<file path="src/sv/ogru_pkg.sv">
// Shared types and constants for the occupancy grid ray update block.
`timescale 1ns / 1ps
package ogru_pkg;
  localparam int RowBits = 8;
  localparam int ColBits = 8;
  localparam int AddrBits = RowBits + ColBits;
  localparam int Cells = 1 << AddrBits;

  localparam logic [1:0] ModeHit = 2'd0;
  localparam logic [1:0] ModeRay = 2'd1;
  localparam logic [1:0] ModeCommit = 2'd2;
  localparam logic [1:0] ModeQuery = 2'd3;

  typedef struct packed {
    logic [1:0] mode;
    logic [RowBits-1:0] target_row;
    logic [ColBits-1:0] target_col;
    logic [RowBits-1:0] start_row;
    logic [ColBits-1:0] start_col;
  } cmd_t;

  // Classified ray job: walk axis a from a0 up to a1 (excluded), other axis b.
  typedef struct packed {
    logic [1:0] mode;
    logic [RowBits-1:0] qrow;
    logic [ColBits-1:0] qcol;
    logic rows_step;
    logic [8:0] a0;
    logic [8:0] a1;
    logic [8:0] b0;
    logic [9:0] err0;
    logic [9:0] inc_pos;
    logic [9:0] inc_neg;
    logic b_dec;
  } job_t;
endpackage

</file>
<file path="src/sv/ogru_front.sv">
// Front end: accepts commands, sets up Bresenham terms, queues jobs.
`timescale 1ns / 1ps
module ogru_front import ogru_pkg::*; (
  input  logic clk,
  input  logic rst,
  input  logic in_valid,
  input  cmd_t in_cmd,
  output logic full,
  input  logic job_pop,
  output logic job_valid,
  output job_t job
);
  job_t q [2];
  logic [1:0] cnt;
  logic wp, rp;
  job_t j;
  logic signed [9:0] dr, dc, adr, adc, da, db, err;
  logic rev;

  always_comb begin
    dr = $signed({2'b00, in_cmd.target_row}) - $signed({2'b00, in_cmd.start_row});
    dc = $signed({2'b00, in_cmd.target_col}) - $signed({2'b00, in_cmd.start_col});
    adr = dr[9] ? -dr : dr;
    adc = dc[9] ? -dc : dc;
    j = '0;
    j.mode = in_cmd.mode;
    j.qrow = in_cmd.target_row;
    j.qcol = in_cmd.target_col;
    j.rows_step = !(adr < adc);
    if (adr < adc) begin
      rev = dc[9];
      da = adc;
      db = adr;
      j.a0 = {1'b0, rev ? in_cmd.target_col : in_cmd.start_col};
      j.a1 = {1'b0, rev ? in_cmd.start_col : in_cmd.target_col};
      j.b0 = {1'b0, rev ? in_cmd.target_row : in_cmd.start_row};
      j.b_dec = rev ? !dr[9] : dr[9];
    end else begin
      rev = dr[9];
      da = adr;
      db = adc;
      j.a0 = {1'b0, rev ? in_cmd.target_row : in_cmd.start_row};
      j.a1 = {1'b0, rev ? in_cmd.start_row : in_cmd.target_row};
      j.b0 = {1'b0, rev ? in_cmd.target_col : in_cmd.start_col};
      j.b_dec = rev ? !dc[9] : dc[9];
    end
    err = 10'(2 * db) - da;
    j.inc_pos = 10'(2 * (db - da));
    j.inc_neg = 10'(2 * db);
    // The reversed walk takes one extra error step before its first cell.
    if (rev) begin
      if (err > 0) begin
        j.b0 = j.b_dec ? j.b0 - 9'd1 : j.b0 + 9'd1;
        err = err + j.inc_pos;
      end else begin
        err = err + j.inc_neg;
      end
    end
    j.err0 = err;
  end

  assign full = cnt[1];
  assign job_valid = cnt != 2'd0;
  assign job = q[rp];

  always_ff @(posedge clk) begin
    if (rst) begin
      cnt <= '0;
      wp <= 1'b0;
      rp <= 1'b0;
    end else begin
      if (in_valid) begin
        q[wp] <= j;
        wp <= !wp;
      end
      if (job_pop) rp <= !rp;
      cnt <= cnt + 2'(in_valid) - 2'(job_pop);
    end
  end
endmodule

</file>
<file path="config.mk">
export PLATFORM = sky130hd
export DESIGN_NAME = ogru_front
export DESIGN_NICKNAME = d
export VERILOG_FILES = /design/src/sv/ogru_pkg.sv /design/src/sv/ogru_front.sv
export SDC_FILE = /design/constraint.sdc
export NUM_CORES = 1
export LEC_CHECK = 0
export BUFFER_PORTS_ARGS = -buffer_cell sky130_fd_sc_hd__buf_4
export CORE_ASPECT_RATIO = 1.2
export CORE_UTILIZATION = 50
export CTS_BUF_LIST = sky130_fd_sc_hd__clkbuf_4
export DETAILED_ROUTE_END_ITERATION = 10
export PLACE_DENSITY_LB_ADDON = 0.15
export SYNTH_ARGS = -nofsm -noshare
export SYNTH_HDL_FRONTEND = slang
export SYNTH_SLANG_ARGS = --single-unit
</file>
<file path="constraint.sdc">
create_clock -name clk -period 11.3 [get_ports clk]
set_input_delay 0.565 -clock clk [delete_from_list [all_inputs] [get_ports clk]]
set_output_delay 0.565 -clock clk [all_outputs]
set_load 0.005 [all_outputs]
</file>
==> results.sh <==
export IMPL_numPortBuffers=112
export IMPL_maxSlewViolCount=0
export IMPL_finalSetupViolCount=0
export IMPL_seq_area_frac_synth=0.446
export IMPL_drive_gt1_frac=0.256
export IMPL_critPathArrivalTime_ps=10430
export IMPL_synth_common_cells="edfxtp_1 (146), nand2_1 (91), mux2_2 (77), a21oi_1 (73), o21ai_0 (61)"
export IMPL_yosys_area_top_type="edfxtp_1"
export IMPL_gr_usage_all_layers=0.237
export IMPL_placed_area_um2=11100
export IMPL_powerDensity_nw_per_um2=276
export IMPL_finalCriticalPeriod_ps=10040
export IMPL_crit_required_ps=11690
export IMPL_cts_max_path_buffers=2
export IMPL_final_area_um2=11400
export IMPL_first_pass_iters=5
export IMPL_wl_per_cell_um=18.1
export IMPL_cap_violations=0
export IMPL_start_util=0.513
export IMPL_ios=117
export IMPL_nets=1151
export IMPL_cts_resized=0
export IMPL_outcome="complete, no violations"
export IMPL_htree_levels=4
export IMPL_netlist_area_um2=10100
export IMPL_post_dp_hpwl_um=17700
export IMPL_synth_edf_count=146
export IMPL_drt_iter0_drc=554
export IMPL_cts_tree="yes"
export IMPL_gp_routability_congestion=0.963
export IMPL_critPathMaxStageDelay_ps=480
export IMPL_clock_skew_ps=23.1
export IMPL_dieArea_um2=20700
export IMPL_cts_buffers=17
export IMPL_ir_drop_mv=0.191
export IMPL_clock_root_buffer="clkbuf_4"
export IMPL_ys_ff_latch=151
export IMPL_grt_antenna_before_repair=1
export IMPL_grt_pass1_wl_um=37700
export IMPL_synthTopCellsByArea="edfxtp_1 (44%), mux2_2 (8.6%), ha_1 (6.7%), a21oi_1 (3.6%), nand2_1 (3.4%)"
export IMPL_clock_latency_ps=570
export IMPL_vias=7638
export IMPL_relSlewSlack=0.263
export IMPL_clk_pin_slew_worst_paths_ps=160
export IMPL_overflow=0
export IMPL_die_w_um=132
export IMPL_post_cts_buffers=0
export IMPL_grt_max_degree=74
export IMPL_worst_setup_path_type="in2reg"
export IMPL_drt_total_wl_um=24100
export IMPL_routed_via_density=5.75
export IMPL_worstPathMaxFanout=17
export IMPL_synth_flop_cell="edfxtp_1"
export IMPL_tightest_slew_ps=1100
export IMPL_ctsHoldBuffers=0
export IMPL_setup_tns_ps=0
export IMPL_synth_top_area_frac=0.436
export IMPL_hold_viol_final=0
export IMPL_fill_cells=1736
export IMPL_synth_warnings=0
export IMPL_crit_path_frequent_cell="ha_1"
export IMPL_synth_most_common_cell="edfxtp_1"
export IMPL_cp_end_kind="flip-flop"
export IMPL_die_y_um=157
export IMPL_grt_pass1_vias=7257
export IMPL_core_area_um2=19600
export IMPL_ant_nets=0
export IMPL_ys_types=90
export IMPL_startpoint_type="input port"
export IMPL_hp_class="in2reg"
export IMPL_finalCritPeriodShare=0.889
export IMPL_leakage_nw=4.48
export IMPL_async_flop_share=0
export IMPL_cp_slowest_cell="fa_1"
export IMPL_netlist_instances=954
export IMPL_post_route_drc_count=0
export IMPL_num_rows=56
export IMPL_clock_sinks=151
export IMPL_fmax_ghz=0.0996
export IMPL_areaGrowthSynthToFinish_pct=13.5
export IMPL_syn_area_per_cell_um2=10.5
export IMPL_rsz0062_at_grt="no"
==> per-layer routing <==
layer,up-vias,share of wire,track usage
met2,243,0.49,0.407
met4,0,0.031,0.104
li1,3723,-,-
met3,41,0.057,0.0386
met1,3631,0.43,0.295
met5,-,0,0
==> placed cells by master (no fill, tap or decap), drive strengths merged, types with 10 or more instances in the layout <==
master | Yosys | routed
nor3 | 17 | 17
edfxtp | 146 | 146
inv | 55 | 63
a21oi | 76 | 76
mux2 | 85 | 85
buf | 15 | 120
and3 | 11 | 11
or3 | 12 | 12
xnor2 | 32 | 32
a211oi | 10 | 10
xor2 | 14 | 14
nand3 | 16 | 16
ha | 54 | 54
o21ai | 70 | 70
a21o | 12 | 12
clkbuf | 28 | 18
o21a | 14 | 14
nor2 | 60 | 60
nand2 | 91 | 91
==> worst max-delay path, delay by kind of cell <==
kind	cells	cell delay, ps
multiplexers	3	680
adder cells (fa/ha/maj)	5	1850
AO/OA/AOI/OAI	16	3580
XOR/XNOR	1	300
AND/OR/NAND/NOR	14	3040
buffers and inverters	3	400
==> cell type report <==
class                           instances  area, um2  share of cell area
Inverter                               55        206              0.0181
Multi-Input combinational cell        709       5200               0.455
Clock buffer                           18        135              0.0118
Clock inverter                         14        163              0.0142
Sequential cell                       151       4490               0.393
Timing Repair Buffer                  120        901              0.0789
Antenna cell                            1       2.50            0.000219
Tap cell                              261        327              0.0286
==> sequential cells by signal, summed over array words and instances, names as in the netlist, named ones only <==
name / flops
cnt: 2
q: 146
rp: 1
wp: 1
==> final timing paths <==
kind | start | to | slack [ps] | cells after the start
max reg2reg | wp | q[1][29] | 9340 | 2
max | in_cmd[16] | q[1][28] | 1260 | 42
min reg2reg | rp | rp | 540 | 2
min | in_cmd[32] | q[1][72] | 150 | 1
==> logic make-up after synthesis <==
family          count (synthesis)  synth area share
buf+inv                        98            0.0414
xor+xnor                       46            0.0441
other cells                     2          0.000746
fa+ha+maj                      61            0.0792
flops                         151             0.446
simple gates                  257             0.125
mux                            90             0.101
compound gates                249             0.163
==> stage by stage <==
stage / total power, mW / cells / hold slack [ps] / util / worst slack [ps]
floorplan: 2.31 / 958 / 480 / - / 1750
global placement: 2.76 / 1296 / 492 / 0.567 / 1200
detailed placement: 2.78 / 1296 / 505 / 0.567 / 931
CTS: 3.16 / 1328 / 129 / 0.582 / 1420
global route: 3.41 / 1329 / 109 / 0.582 / 525
finish: 3.16 / 1329 / 152 / 0.582 / 1260
==> where the power goes <==
group          internal, mW  switching (mW)  leakage (nW)
clock                 0.140           0.222         0.155
sequential            0.840          0.0271          1.38
combinational         0.831            1.10          2.94
Power figures use the tool's default switching activity.
